[src/tpc_pkg.sv]
// ----------------------------------------------------------------------------
// tpc_pkg
// shared types and constants of the touch press classifier
// ----------------------------------------------------------------------------
`default_nettype none

package tpc_pkg;

	localparam int TS_W    = 32;
	localparam int RUN_W   = 8;
	localparam int CFG_IDX_W = 2;
	localparam int CFG_DATA_W = 32;

	localparam logic [CFG_IDX_W-1:0] CFG_ACTIVE_HIGH    = 2'd0;
	localparam logic [CFG_IDX_W-1:0] CFG_DEBOUNCE_COUNT = 2'd1;
	localparam logic [CFG_IDX_W-1:0] CFG_SHORT_MAX_MS   = 2'd2;
	localparam logic [CFG_IDX_W-1:0] CFG_LONG_MIN_MS    = 2'd3;

	localparam logic             RST_ACTIVE_HIGH    = 1'b0;
	localparam logic [RUN_W-1:0] RST_DEBOUNCE_COUNT = 8'd2;
	localparam logic [TS_W-1:0]  RST_SHORT_MAX_MS   = 32'd600;
	localparam logic [TS_W-1:0]  RST_LONG_MIN_MS    = 32'd1500;

	typedef enum logic [2:0] {
		EV_NONE     = 3'd0,
		EV_PRESSED  = 3'd1,
		EV_SHORT    = 3'd2,
		EV_LONG     = 3'd3,
		EV_DEADBAND = 3'd4
	} event_t;

	typedef struct packed {
		logic             active_high;
		logic [RUN_W-1:0] debounce_count;
		logic [TS_W-1:0]  short_max_ms;
		logic [TS_W-1:0]  long_min_ms;
	} cfg_t;

endpackage

`default_nettype wire

[src/tpc_ifs.sv]
// ----------------------------------------------------------------------------
// tpc_ifs
// valid/ready channels for pin samples and classified results
// ----------------------------------------------------------------------------
`default_nettype none

interface tpc_samp_if;
	logic                    valid;
	logic                    ready;
	logic                    pin_level;
	logic [tpc_pkg::TS_W-1:0] now_ms;

	modport source (output valid, output pin_level, output now_ms, input ready);
	modport sink (input valid, input pin_level, input now_ms, output ready);
endinterface

interface tpc_res_if;
	logic                    valid;
	logic                    ready;
	logic                    stable_touch;
	logic [2:0]              event_res;
	logic [tpc_pkg::TS_W-1:0] hold_ms;

	modport source (output valid, output stable_touch, output event_res, output hold_ms,
		input ready);
	modport sink (input valid, input stable_touch, input event_res, input hold_ms,
		output ready);
endinterface

`default_nettype wire

[src/touch_press_classifier.sv]
// ----------------------------------------------------------------------------
// touch_press_classifier
// debounced touch pin sampler with short, long and deadband release events
// ----------------------------------------------------------------------------
// Takes one pin sample per clock and returns one result per sample, so
// throughput is one item per cycle, while the result side does not stall. A
// sample is captured in an input register, run through the debounce counter,
// the timestamp subtract and the threshold compares combinationally, and
// lands in a result register, which lets a new sample enter while the previous
// result waits to be taken. Configuration registers reset to active-low
// polarity, a debounce count of 2, a 600 ms short limit and a 1500 ms long
// limit, and should only be written while no items are in flight.
// ----------------------------------------------------------------------------
`default_nettype none

module touch_press_classifier (
	input  wire logic                           clk,
	input  wire logic                           arst_n,
	input  wire logic                           cfg_we,
	input  wire logic [tpc_pkg::CFG_IDX_W-1:0]  cfg_idx,
	input  wire logic [tpc_pkg::CFG_DATA_W-1:0] cfg_data,
	tpc_samp_if.sink                            samp,
	tpc_res_if.source                           res
);

	tpc_pkg::cfg_t cfg;

	tpc_cfg_regs u_cfg_regs (
		.clk      (clk),
		.arst_n   (arst_n),
		.cfg_we   (cfg_we),
		.cfg_idx  (cfg_idx),
		.cfg_data (cfg_data),
		.cfg      (cfg)
	);

	tpc_core u_core (
		.clk    (clk),
		.arst_n (arst_n),
		.cfg    (cfg),
		.samp   (samp),
		.res    (res)
	);

endmodule

`default_nettype wire

[src/tpc_cfg_regs.sv]
// ----------------------------------------------------------------------------
// tpc_cfg_regs
// configuration register file: polarity, debounce count, press thresholds
// ----------------------------------------------------------------------------
`default_nettype none

module tpc_cfg_regs (
	input  wire logic                             clk,
	input  wire logic                             arst_n,
	input  wire logic                             cfg_we,
	input  wire logic [tpc_pkg::CFG_IDX_W-1:0]    cfg_idx,
	input  wire logic [tpc_pkg::CFG_DATA_W-1:0]   cfg_data,
	output tpc_pkg::cfg_t                         cfg
);

	tpc_pkg::cfg_t cfg_q;

	always_ff @(posedge clk or negedge arst_n) begin
		if (!arst_n) begin
			cfg_q.active_high    <= tpc_pkg::RST_ACTIVE_HIGH;
			cfg_q.debounce_count <= tpc_pkg::RST_DEBOUNCE_COUNT;
			cfg_q.short_max_ms   <= tpc_pkg::RST_SHORT_MAX_MS;
			cfg_q.long_min_ms    <= tpc_pkg::RST_LONG_MIN_MS;
		end else if (cfg_we) begin
			case (cfg_idx)
				tpc_pkg::CFG_ACTIVE_HIGH: begin
					cfg_q.active_high <= cfg_data[0];
				end
				tpc_pkg::CFG_DEBOUNCE_COUNT: begin
					cfg_q.debounce_count <= cfg_data[tpc_pkg::RUN_W-1:0];
				end
				tpc_pkg::CFG_SHORT_MAX_MS: begin
					cfg_q.short_max_ms <= cfg_data[tpc_pkg::TS_W-1:0];
				end
				tpc_pkg::CFG_LONG_MIN_MS: begin
					cfg_q.long_min_ms <= cfg_data[tpc_pkg::TS_W-1:0];
				end
				default: begin
				end
			endcase
		end
	end

	assign cfg = cfg_q;

endmodule

`default_nettype wire

[src/tpc_core.sv]
// ----------------------------------------------------------------------------
// tpc_core
// sample register, debounce state, press timing and release classification
// ----------------------------------------------------------------------------
`default_nettype none

module tpc_core (
	input  wire logic    clk,
	input  wire logic    arst_n,
	input  wire tpc_pkg::cfg_t cfg,
	tpc_samp_if.sink     samp,
	tpc_res_if.source    res
);

	// input stage
	logic                     valid_s1;
	logic                     level_s1;
	logic [tpc_pkg::TS_W-1:0] now_s1;

	// debounce and timing state
	logic                      last_q;
	logic [tpc_pkg::RUN_W-1:0] run_q;
	logic                      deb_q;
	logic [tpc_pkg::TS_W-1:0]  start_q;

	// result register
	logic                     out_valid_q;
	logic                     stable_q;
	tpc_pkg::event_t          event_q;
	logic [tpc_pkg::TS_W-1:0] hold_q;

	logic                      adv;
	logic                      touched;
	logic [tpc_pkg::RUN_W-1:0] run_nx;
	logic                      fire;
	logic [tpc_pkg::TS_W-1:0]  hold_diff;
	tpc_pkg::event_t           event_nx;
	logic [tpc_pkg::TS_W-1:0]  hold_nx;

	assign adv        = valid_s1 && (!out_valid_q || res.ready);
	assign samp.ready = !valid_s1 || adv;

	always_comb begin
		touched   = cfg.active_high ? level_s1 : ~level_s1;
		run_nx    = run_q;
		if (touched != last_q) begin
			run_nx = {{(tpc_pkg::RUN_W-1){1'b0}}, 1'b1};
		end else if (run_q < cfg.debounce_count) begin
			run_nx = run_q + {{(tpc_pkg::RUN_W-1){1'b0}}, 1'b1};
		end
		fire      = (run_nx >= cfg.debounce_count) && (deb_q != touched);
		hold_diff = now_s1 - start_q;
		event_nx  = tpc_pkg::EV_NONE;
		hold_nx   = '0;
		if (fire) begin
			if (touched) begin
				event_nx = tpc_pkg::EV_PRESSED;
			end else begin
				hold_nx = hold_diff;
				if (hold_diff <= cfg.short_max_ms) begin
					event_nx = tpc_pkg::EV_SHORT;
				end else if (hold_diff >= cfg.long_min_ms) begin
					event_nx = tpc_pkg::EV_LONG;
				end else begin
					event_nx = tpc_pkg::EV_DEADBAND;
				end
			end
		end
	end

	always_ff @(posedge clk or negedge arst_n) begin
		if (!arst_n) begin
			valid_s1 <= 1'b0;
		end else if (samp.ready) begin
			valid_s1 <= samp.valid;
		end
	end

	always_ff @(posedge clk) begin
		if (samp.valid && samp.ready) begin
			level_s1 <= samp.pin_level;
			now_s1   <= samp.now_ms;
		end
	end

	always_ff @(posedge clk or negedge arst_n) begin
		if (!arst_n) begin
			last_q  <= 1'b0;
			run_q   <= '0;
			deb_q   <= 1'b0;
			start_q <= '0;
		end else if (adv) begin
			last_q <= touched;
			run_q  <= run_nx;
			if (fire) begin
				deb_q <= touched;
				if (touched) begin
					start_q <= now_s1;
				end
			end
		end
	end

	always_ff @(posedge clk or negedge arst_n) begin
		if (!arst_n) begin
			out_valid_q <= 1'b0;
		end else if (adv) begin
			out_valid_q <= 1'b1;
		end else if (res.ready) begin
			out_valid_q <= 1'b0;
		end
	end

	always_ff @(posedge clk) begin
		if (adv) begin
			stable_q <= fire ? touched : deb_q;
			event_q  <= event_nx;
			hold_q   <= hold_nx;
		end
	end

	assign res.valid        = out_valid_q;
	assign res.stable_touch = stable_q;
	assign res.event_res    = event_q;
	assign res.hold_ms      = hold_q;

	a_press_is_touched: assert property (@(posedge clk) disable iff (!arst_n)
		out_valid_q && event_q == tpc_pkg::EV_PRESSED |-> stable_q)
		else $error("press event with stable state released");

	a_release_is_untouched: assert property (@(posedge clk) disable iff (!arst_n)
		out_valid_q && (event_q == tpc_pkg::EV_SHORT || event_q == tpc_pkg::EV_LONG ||
		event_q == tpc_pkg::EV_DEADBAND) |-> !stable_q)
		else $error("release event with stable state touched");

	a_hold_zero_otherwise: assert property (@(posedge clk) disable iff (!arst_n)
		out_valid_q && (event_q == tpc_pkg::EV_NONE || event_q == tpc_pkg::EV_PRESSED)
		|-> hold_q == '0)
		else $error("hold time on a non-release item");

	a_fire_toggles: assert property (@(posedge clk) disable iff (!arst_n)
		adv && fire |=> deb_q != $past(deb_q))
		else $error("stable state did not change on accepted transition");

	a_stable_matches_state: assert property (@(posedge clk) disable iff (!arst_n)
		adv |=> stable_q == deb_q)
		else $error("result stable state differs from debounce state");

endmodule

`default_nettype wire
[src/flat_wrapper.sv]
// flat-port wrapper written by rule: the top's interface ports become plain ports
module touch_press_classifier_flat 
  (clk, arst_n, cfg_we, cfg_idx, cfg_data, samp_valid, samp_pin_level, samp_now_ms, samp_ready, res_valid, res_stable_touch, res_event_res, res_hold_ms, res_ready);
  tpc_samp_if samp_i ();
  tpc_res_if res_i ();
  input  wire logic clk;
  input  wire logic arst_n;
  input  wire logic cfg_we;
  input  wire logic [tpc_pkg::CFG_IDX_W-1:0] cfg_idx;
  input  wire logic [tpc_pkg::CFG_DATA_W-1:0] cfg_data;
  input wire logic [$bits(samp_i.valid)-1:0] samp_valid;
  input wire logic [$bits(samp_i.pin_level)-1:0] samp_pin_level;
  input wire logic [$bits(samp_i.now_ms)-1:0] samp_now_ms;
  output wire logic [$bits(samp_i.ready)-1:0] samp_ready;
  output wire logic [$bits(res_i.valid)-1:0] res_valid;
  output wire logic [$bits(res_i.stable_touch)-1:0] res_stable_touch;
  output wire logic [$bits(res_i.event_res)-1:0] res_event_res;
  output wire logic [$bits(res_i.hold_ms)-1:0] res_hold_ms;
  input wire logic [$bits(res_i.ready)-1:0] res_ready;
  assign samp_i.valid = samp_valid;
  assign samp_i.pin_level = samp_pin_level;
  assign samp_i.now_ms = samp_now_ms;
  assign samp_ready = samp_i.ready;
  assign res_valid = res_i.valid;
  assign res_stable_touch = res_i.stable_touch;
  assign res_event_res = res_i.event_res;
  assign res_hold_ms = res_i.hold_ms;
  assign res_i.ready = res_ready;
  touch_press_classifier u_core (.clk(clk), .arst_n(arst_n), .cfg_we(cfg_we), .cfg_idx(cfg_idx), .cfg_data(cfg_data), .samp(samp_i), .res(res_i));
endmodule
[config.mk]
export PLATFORM = sky130hd
export DESIGN_NAME = touch_press_classifier_flat
export DESIGN_NICKNAME = d
export VERILOG_FILES = /design/src/tpc_pkg.sv /design/src/tpc_ifs.sv /design/src/touch_press_classifier.sv /design/src/tpc_cfg_regs.sv /design/src/tpc_core.sv /design/src/flat_wrapper.sv
export SDC_FILE = /design/constraint.sdc
export NUM_CORES = 1
export LEC_CHECK = 0
export ABC_CLOCK_PERIOD_IN_PS = 8100
export BUFFER_PORTS_ARGS = -buffer_cell sky130_fd_sc_hd__buf_2
export CORE_MARGIN = 2
export CORE_UTILIZATION = 55
export CTS_CLUSTER_DIAMETER = 50
export DETAILED_ROUTE_END_ITERATION = 12
export PLACE_DENSITY = 0.75
export SKIP_CTS_REPAIR_TIMING = 1
export SLEW_MARGIN = 20
export SYNTH_ARGS = -nofsm -noshare
export SYNTH_HDL_FRONTEND = slang
export SYNTH_SLANG_ARGS = --single-unit
[constraint.sdc]
create_clock -name clk -period 8.1 [get_ports clk]
set_clock_uncertainty 0.1 [all_clocks]
set_input_delay 0.405 -clock clk [delete_from_list [all_inputs] [get_ports clk]]
set_output_delay 0.405 -clock clk [all_outputs]
set_load 0.05 [all_outputs]
==> results of run 1 <==
-- power by group through the flow --
stage               clock network, mW  registers (mW)  logic (mW)
floorplan                           0            1.38        1.79
global placement                    0            1.32        2.42
detailed placement                  0            1.33        2.46
CTS                             0.884            1.32        2.49
global route                    0.921            1.35        2.79
finish                          0.865            1.32        2.50
-- metal layers --
layer  up-vias  wire (µm)  track usage (%)
met5         -          0                0
met4         0        302             5.88
met3        23        944             4.62
met2       163      11300             38.4
met1      3737      11700             33.8
li1       3759          -                -
-- worst paths after layout --
kind	startpoint	end	slack, ns
min in group clk	samp_now_ms[30]	u_core.u_core.now_s1[30]	0.03
min	arst_n	u_core.u_cfg_regs.cfg[9]	-0.06
max in group asynchronous	arst_n	u_core.u_cfg_regs.cfg[30]	6.70
max	u_core.u_core.now_s1[0]	u_core.u_core.res.event_res[0]	3.43
max reg2reg	u_core.u_core.now_s1[0]	u_core.u_core.res.event_res[0]	3.43
min reg2reg	u_core.u_cfg_regs.cfg[48]	u_core.u_cfg_regs.cfg[48]	0.41
-- worst max-delay path, cell delays in order (launching register included) --
cell and delay, ns:
edfxtp_1 0.41, inv_1 0.07, ha_1 0.20, fa_1 0.23
nor2b_1 0.07, o2111ai_1 0.27, nand2_1 0.18, o311ai_0 0.64
a211oi_1 0.20, nor3_1 0.28, nor2_1 0.16, ha_1 0.30
nand4_1 0.14, nor4bb_1 0.49, nand2_1 0.12, nand2_1 0.09
a2bb2oi_1 0.23, nor3_1 0.09, o21a_1 0.17
-- stage by stage --
| stage | utilization (%) | instance area, µm² | hold WS, ns | std cells | setup slack (ns) |
|---|---|---|---|---|---|
| 5_1_grt | 63.4 | 12400 | 0.00430 | 1376 | 2.98 |
| 4_1_cts | 63.4 | 12400 | -0.0332 | 1376 | 3.42 |
| 3_5_place_dp | 60.3 | 11800 | 0.393 | 1344 | 3.45 |
| 3_3_place_gp | 60.3 | 11800 | 0.385 | 1344 | 3.52 |
| 2_1_floorplan | - | 11000 | 0.00941 | 992 | 4.15 |
| 6_report | 63.4 | 12400 | -0.0579 | 1376 | 3.43 |
-- final cells by class --
class,instances,area share (%)
Timing Repair Buffer,116,4.85
Clock inverter,15,1.44
Clock buffer,17,3.44
Sequential cell,186,40.5
Multi-Input combinational cell,663,43.6
Inverter,114,3.46
Tap cell,265,2.68
-- sequential cells by signal, indices dropped and copies added, names as in the netlist --
signal and count:
u_core.u_cfg_regs.cfg 73, u_core.u_core.deb_q 1, u_core.u_core.last_q 1, u_core.u_core.level_s1 1
u_core.u_core.now_s1 32, u_core.u_core.res.event_res 3, u_core.u_core.res.hold_ms 32, u_core.u_core.res.stable_touch 1
u_core.u_core.res.valid 1, u_core.u_core.run_q 8, u_core.u_core.start_q 32, u_core.u_core.valid_s1 1
-- layout by cell type (no fill, tap or decap), types with 4 or more instances in the layout --
cell	n
nand2b_1	12
nor2b_1	5
o21ai_0	28
a21oi_1	51
clkbuf_16	17
a21o_1	43
nor2_1	35
nand4_1	20
nor3_1	11
nand3_1	19
inv_8	4
inv_6	6
a31oi_1	6
nand2_1	48
and3_1	5
buf_2	108
buf_4	8
xnor2_1	18
o21a_1	15
o211ai_1	9
dfstp_2	12
o2111ai_1	4
xor2_1	18
ha_1	111
and2_1	27
dfrtp_1	105
mux2i_1	6
inv_1	114
mux2_2	106
or3_1	6
edfxtp_1	69
-- logic make-up (layout without fill, tap and decap cells) --
| logic type | after synthesis | after routing | share of synthesized area, % |
|---|---|---|---|
| mux | 112 | 112 | 11.4 |
| xor+xnor | 37 | 37 | 3.02 |
| flops | 186 | 186 | 45.7 |
| compound gates | 197 | 197 | 12.2 |
| fa+ha+maj | 112 | 112 | 12.9 |
| buf+inv | 143 | 262 | 5.01 |
| simple gates | 205 | 205 | 9.69 |
==> impl_metrics.tcl, run 1 <==
set metrics [dict create \
    outcome "finished with violations" \
    violations "negative hold slack" \
    antenna_found_initial 0 \
    gp_congestion 0.875 \
    multi_input_area_mm2 0.00540 \
    critPathKind "reg -> reg" \
    synth_top_cell_by_area "dfrtp_1" \
    antenna_cells 0 \
    fin_setup_tns_ns 0 \
    pin_count 110 \
    period_minus_slack_ns 4.67 \
    yosys_register_bits 186 \
    fmax_mhz 214 \
    synth.most_common_cell "inv_1" \
    clkTransAtPathRegs_ns 0.07 \
    layout-drive-gt1-share_pct 24.8 \
    fp.dieW_um 145 \
    ys_types 65 \
    ys.flop_type "dfrtp_1" \
    cts_tree "built" \
    avgSynthCellArea_um2 11.1 \
    synthTopCellsByArea "dfrtp_1 24%, edfxtp_1 19%, ha_1 13%, mux2_2 11%, inv_1 3.9%" \
    ant_nets 0 \
    numCtsBuffers 17 \
    syn_area_mm2 0.0110 \
    hpwl_um 17900 \
    clockPowerShare_pct 18.5 \
    switching_share_pct 42.4 \
    num-fill-cells 1626 \
    coreArea_mm2 0.0195 \
    initial_core_util_pct 56.1 \
    hold-worst-slack_ns -0.0579 \
    wl_um 24200 \
    seqPwrFrac_pct 28.1 \
    crit_path_start_kind "flop" \
    clock_sinks 186 \
    slew_violations 0 \
    cts_buffer_depth 2 \
    synthCells 992 \
    cap_violations 0 \
    r2r_cells 18 \
    combPwrFrac_pct 53.4 \
    die_h_um 145 \
    finalCritPeriodShare_pct 57.7 \
    worst_pin_slew_ns 0.812 \
    viasPerCell 5.58 \
    p_per_area_mw_per_mm2 378 \
    wl_per_cell_um 17.6 \
    first_pass_iters 5 \
    crit_required_ns 8.20 \
    p_int_mw 2.69 \
    overflow 0 \
    grt_pass1_wl_um 40100 \
    die_area_mm2 0.0211 \
    endpoint_kind "flop" \
    hold_violations 58 \
    via_count 7682 \
    cts_root_buffer "clkbuf_16" \
    rsz0062_at_grt "no" \
    clk_latency_ns 0.44 \
    synth_nets 1176 \
    cts_htree_levels 4 \
    io_buffers 109 \
    yosysWarnings 0 \
    nNetsFinal 1282 \
    regArea_mm2 0.00501 \
    total_leakage_power_nw 5.80 \
    track_usage_pct 23.9 \
    synth_top_cell_area_share_pct 24.0 \
    async_reset_ff_share_pct 62.9 \
    syn_to_final_growth_pct 12.9 \
    row_count 51 \
    grt_max_degree 62 \
    synth_edf_count 69 \
    drtIter0Drc 424 \
    finalSetupViolCount 0 \
    hp-class "in -> async" \
    worstPathMaxFanout 4 \
    relSlewSlack_pct 45.9 \
    switchingPower_mw 1.99 \
    worstPathArrival_ns 4.77 \
    drc 0 \
    ys_seq_area_share_pct 45.7 \
    peakVddDrop_v 0.000187 \
    ys_top_cells_by_count "114 x inv_1, 111 x ha_1, 106 x mux2_2, 105 x dfrtp_1, 69 x edfxtp_1" \
    grt_pass1_vias 7716 \
    total_power_mw 4.68 \
]
(Power assumes the default switching activity.)
==> run 2: changes to the inputs <==
Settings changed: ABC_CLOCK_PERIOD_IN_PS 8100 to 4300.
Clock period 8.1 ns to 4.3 ns, I/O delays scaled along.
==> impl_metrics.tcl, run 2 (same netlist as run 1, synthesis figures left out) <==
set metrics [dict create \
    finalSetupViolCount 0 \
    grt_pass1_wl_um 40600 \
    cts_buffer_depth 2 \
    pin_count 110 \
    clkTransAtPathRegs_ns 0.07 \
    die_area_mm2 0.0211 \
    cts_tree "built" \
    first_pass_iters 5 \
    track_usage_pct 24.2 \
    wl_um 26400 \
    largest_register_ffs 73 \
    die_h_um 145 \
    stdcell_count 1502 \
    cts_htree_levels 4 \
    via_count 8245 \
    r2r_cells 16 \
    drtIter0Drc 479 \
    post-place-cells 1396 \
    hp-class "in -> reg" \
    total_leakage_power_nw 6.38 \
    syn_to_final_growth_pct 25.5 \
    use_met3_pct 4.15 \
    hold_violations 0 \
    crit_path_start_kind "flop" \
    critPathKind "reg -> reg" \
    grt_pass1_vias 7948 \
    worst_pin_slew_ns 0.725 \
    finalCritPeriodShare_pct 98.4 \
    nNetsFinal 1408 \
    worstPathArrival_ns 4.32 \
    use_met2_pct 39.8 \
    fmax_mhz 236 \
    grt_use_met1_pct 33.7 \
    crit_required_ns 4.39 \
    total_power_mw 9.67 \
    overflow 0 \
    grt_busiest_layer "met2" \
    fin_setup_tns_ns 0 \
    endpoint_kind "flop" \
    drc 0 \
    coreArea_mm2 0.0195 \
    grt_max_degree 45 \
    outcome "complete, no violations" \
    p_per_area_mw_per_mm2 703 \
    clk_latency_ns 0.44 \
    final_cell_mix "114 x inv_1, 108 x buf_2, 106 x mux2_2" \
    ant_nets 0 \
    final_common_cell "inv_1" \
    period_minus_slack_ns 4.23 \
    viasPerCell 5.49 \
    cts_root_buffer "clkbuf_16" \
    io_buffers 109 \
    fp.dieW_um 145 \
    wl_per_cell_um 17.6 \
    initial_core_util_pct 56.1 \
    cap_violations 0 \
    hold_depth 2 \
    peakVddDrop_v 0.000366 \
    antenna_cells 0 \
    gp_congestion 0.886 \
    hpwl_um 18500 \
    numCtsBuffers 17 \
    layout-drive-gt1-share_pct 30.0 \
    antenna_found_initial 0 \
    slew_violations 0 \
    clock_sinks 186 \
    relSlewSlack_pct 51.3 \
    row_count 51 \
    worstPathMaxFanout 2 \
]
run 2: cell count changes in the layout (fill, tap and decap cells not counted), moves of 3 or more:
cell           delta
buf_4            +57
clkinv_4          +4
ha_2              +4
ha_1              -9
ha_4              +5
a21oi_2           +7
inv_6             -3
dlygate4sd3_1    +67
a21oi_1           -7
run 2: per-layer routing:
metal / share of wire [%] / vias up
li1: - / 4005
met1: 46 / 4011
met2: 49 / 201
met3: 3.6 / 28
met4: 1.3 / 0
met5: 0 / -
run 2: layout make-up:
class	instances	area (µm²)
clock inverter	13	160
clock buffer	19	443
sequential	186	5010
tap	265	332
fill	1455	5770
multi-input combinational	663	5640
inverter	114	428
timing repair buffer	242	1740
run 2: path summary, 6_finish.rpt:
kind	startpoint	end	slack, ns
worst max-delay path	u_core.u_core.now_s1[1]	u_core.u_core.res.event_res[0]	0.07
worst min-delay path	cfg_data[0]	u_core.u_cfg_regs.cfg[72]	0.01
worst max register to register	u_core.u_core.now_s1[1]	u_core.u_core.res.event_res[0]	0.07
worst min register to register	u_core.u_core.valid_s1	u_core.u_core.res.valid	0.40
max in group asynchronous	arst_n	u_core.u_cfg_regs.cfg[3]	2.96
min in group asynchronous	arst_n	u_core.u_cfg_regs.cfg[40]	0.22
run 2: power by group:
| group | total [mW] | leakage, nW | internal, mW | switching, mW |
|---|---|---|---|---|
| Clock | 1.63 | 0.293 | 0.891 | 0.737 |
| Sequential | 2.49 | 2.07 | 2.25 | 0.235 |
| Combinational | 5.56 | 4.02 | 2.52 | 3.04 |
| Total | 9.67 | 6.38 | 5.66 | 4.01 |
run 2: critical path, stage by stage, from the launching register on:
cell and delay [ns]:
edfxtp_1 0.41, ha_1 0.30, nor2b_4 0.16, o2111ai_4 0.16, buf_4 0.17, a21oi_2 0.18
o22ai_2 0.12, o21ai_0 0.22, xor2_1 0.33, ha_1 0.32, a21o_1 0.18, a21o_1 0.17
a221o_1 0.34, a2111o_1 0.43, a2bb2oi_2 0.16, nor3_1 0.06, o21a_1 0.16
run 2: per-stage QoR:
| step | hold slack (ns) | worst slack, ns | utilization, % | area, µm² |
|---|---|---|---|---|
| 2_1_floorplan | -0.181 | 0.353 | - | 11000 |
| 3_3_place_gp | 0.154 | -0.0804 | 62.4 | 12200 |
| 3_5_place_dp | 0.163 | -0.0839 | 62.4 | 12200 |
| 4_1_cts | -0.296 | -0.119 | 65.5 | 12800 |
| 5_1_grt | 0.00173 | -0.0617 | 70.5 | 13800 |
| 6_report | 0.00994 | 0.0680 | 70.5 | 13800 |
==> run 3: changes to the inputs <==
Settings changed: PLACE_DENSITY 0.75 to default, PLACE_DENSITY_LB_ADDON from default to 0.08.
==> impl_metrics.tcl, run 3 (same netlist as run 1, synthesis figures left out) <==
set metrics [dict create \
    outcome "finished with violations" \
    violations "negative hold slack" \
    total_leakage_power_nw 6.34 \
    grt_use_met1_pct 35.5 \
    grt_busiest_layer "met2" \
    largest_register_ffs 73 \
    clkTransAtPathRegs_ns 0.07 \
    cts_buffer_depth 2 \
    pin_count 110 \
    grt_pass1_vias 7945 \
    overflow 0 \
    fin_area_mm2 0.0138 \
    ant_nets 0 \
    hold_violations 1 \
    use_met2_pct 39.1 \
    stdcell_count 1491 \
    cap_violations 0 \
    slew_violations 0 \
    rsz0062_at_grt "yes" \
    antenna_found_initial 0 \
    finalSetupViolCount 0 \
    endpoint_kind "flop" \
    die_h_um 145 \
    final_cell_mix "114 x inv_1, 108 x buf_2, 106 x mux2_2" \
    cp_top_family "compound AO/OA/AOI/OAI gates" \
    relSlewSlack_pct 37.7 \
    wl_per_cell_um 17.4 \
    drc 0 \
    p_per_area_mw_per_mm2 704 \
    initial_core_util_pct 56.1 \
    crit_path_frequent_cell "a21o_1" \
    critPathKind "reg -> reg" \
    drtIter0Drc 469 \
    hold-worst-slack_ns -0.0274 \
    die_area_mm2 0.0211 \
    grt_max_degree 74 \
    fmax_mhz 239 \
    worstPathMaxFanout 7 \
    final_common_cell "inv_1" \
    row_count 51 \
    fp.dieW_um 145 \
    coreArea_mm2 0.0195 \
    via_count 8185 \
    use_met3_pct 3.71 \
    crit_slowest_cell "edfxtp_1" \
    syn_to_final_growth_pct 25.8 \
    post-place-cells 1389 \
    hp-class "in -> reg" \
    crit_required_ns 4.39 \
    finalCritPeriodShare_pct 97.5 \
    track_usage_pct 24.4 \
    nNetsFinal 1397 \
    crit_path_start_kind "flop" \
    dpl_cell_area_mm2 0.0121 \
    numCtsBuffers 17 \
    clock_sinks 186 \
    hpwl_um 18600 \
    viasPerCell 5.49 \
    period_minus_slack_ns 4.19 \
    layout-drive-gt1-share_pct 30.7 \
    cts_tree "built" \
    gp_congestion 0.879 \
    path_buf_inv 1 \
    first_pass_iters 5 \
    antenna_cells 0 \
    fin_util_pct 70.6 \
    cpPeakStageDelay_ns 0.44 \
    clk_latency_ns 0.43 \
    grt_pass1_wl_um 41200 \
    cts_root_buffer "clkbuf_16" \
    worst_pin_slew_ns 0.934 \
    peakVddDrop_v 0.000314 \
    crit_chain "ha_4 -> a21oi_2 -> nor2_1 -> or3_1 -> o22ai_2 -> o21ai_0 -> xor2_1 -> buf_4 -> ha_1 -> a21o_1 -> a21o_1 -> a221o_1 -> a2111o_1 -> a2bb2oi_2 -> nor3_1 -> o21a_1" \
    wl_um 25900 \
    io_buffers 109 \
    cts_htree_levels 4 \
    worstPathArrival_ns 4.28 \
]
-- run 3: cell count changes in the layout (fill, tap and decap cells not counted), moves of 3 or more --
cell      before  now
buf_4         65   55
clkinv_4       5    1
ha_4           5    9
ha_1         102   99
-- run 3: cell type report --
| cell class | instances | area, µm² |
|---|---|---|
| sequential | 186 | 5010 |
| timing repair buffer | 231 | 1650 |
| clock inverter | 13 | 135 |
| multi-input combinational | 663 | 5800 |
| tap | 265 | 332 |
| fill | 1501 | 5730 |
| inverter | 114 | 428 |
| clock buffer | 19 | 433 |
-- run 3: metrics by stage --
step                      TNS, ns  power [mW]  hold slack (ns)  worst slack (ns)
after floorplan                 0        5.96           -0.181             0.353
after detailed placement   -0.349        7.59            0.293            -0.130
after global routing      -0.0923        10.5          0.00548           -0.0403
final                           0        9.71          -0.0274             0.109
after CTS                  -0.465        9.20           -0.163            -0.172
after global placement     -0.210        7.49            0.291           -0.0758
-- run 3: path summary, 6_finish.rpt --
kind                                          from                             end  slack [ns]  depth (start not counted)
setup / recovery           u_core.u_core.now_s1[6]  u_core.u_core.res.event_res[0]        0.11                         16
hold / removal                           res_ready         u_core.u_core.res.valid       -0.03                          3
setup reg to reg           u_core.u_core.now_s1[6]  u_core.u_core.res.event_res[0]        0.11                         16
hold reg to reg             u_core.u_core.valid_s1         u_core.u_core.res.valid        0.40                          1
max in group asynchronous                   arst_n        u_core.u_cfg_regs.cfg[6]        2.80                          3
min in group asynchronous                   arst_n          u_core.u_core.run_q[1]        0.38                          2
-- run 3: routing by layer --
metal,wire (µm),vias up
met2,12200,175
met4,284,0
met1,12600,3997
met3,835,27
met5,0,-
li1,-,3986
-- run 3: power by group --
part	leakage, nW	internal (mW)	switching, mW
combinational	4.00	2.55	3.12
clock	0.271	0.818	0.736
sequential	2.07	2.25	0.232
total	6.34	5.62	4.09
-- run 3: worst reg2reg max path, delay by kind of cell, from the launching register on --
family	cells	cell delay, ns
xor+xnor	1	0.16
compound gates	9	1.98
buf+inv	1	0.16
simple gates	3	0.53
flops	1	0.44
fa+ha+maj	2	0.58
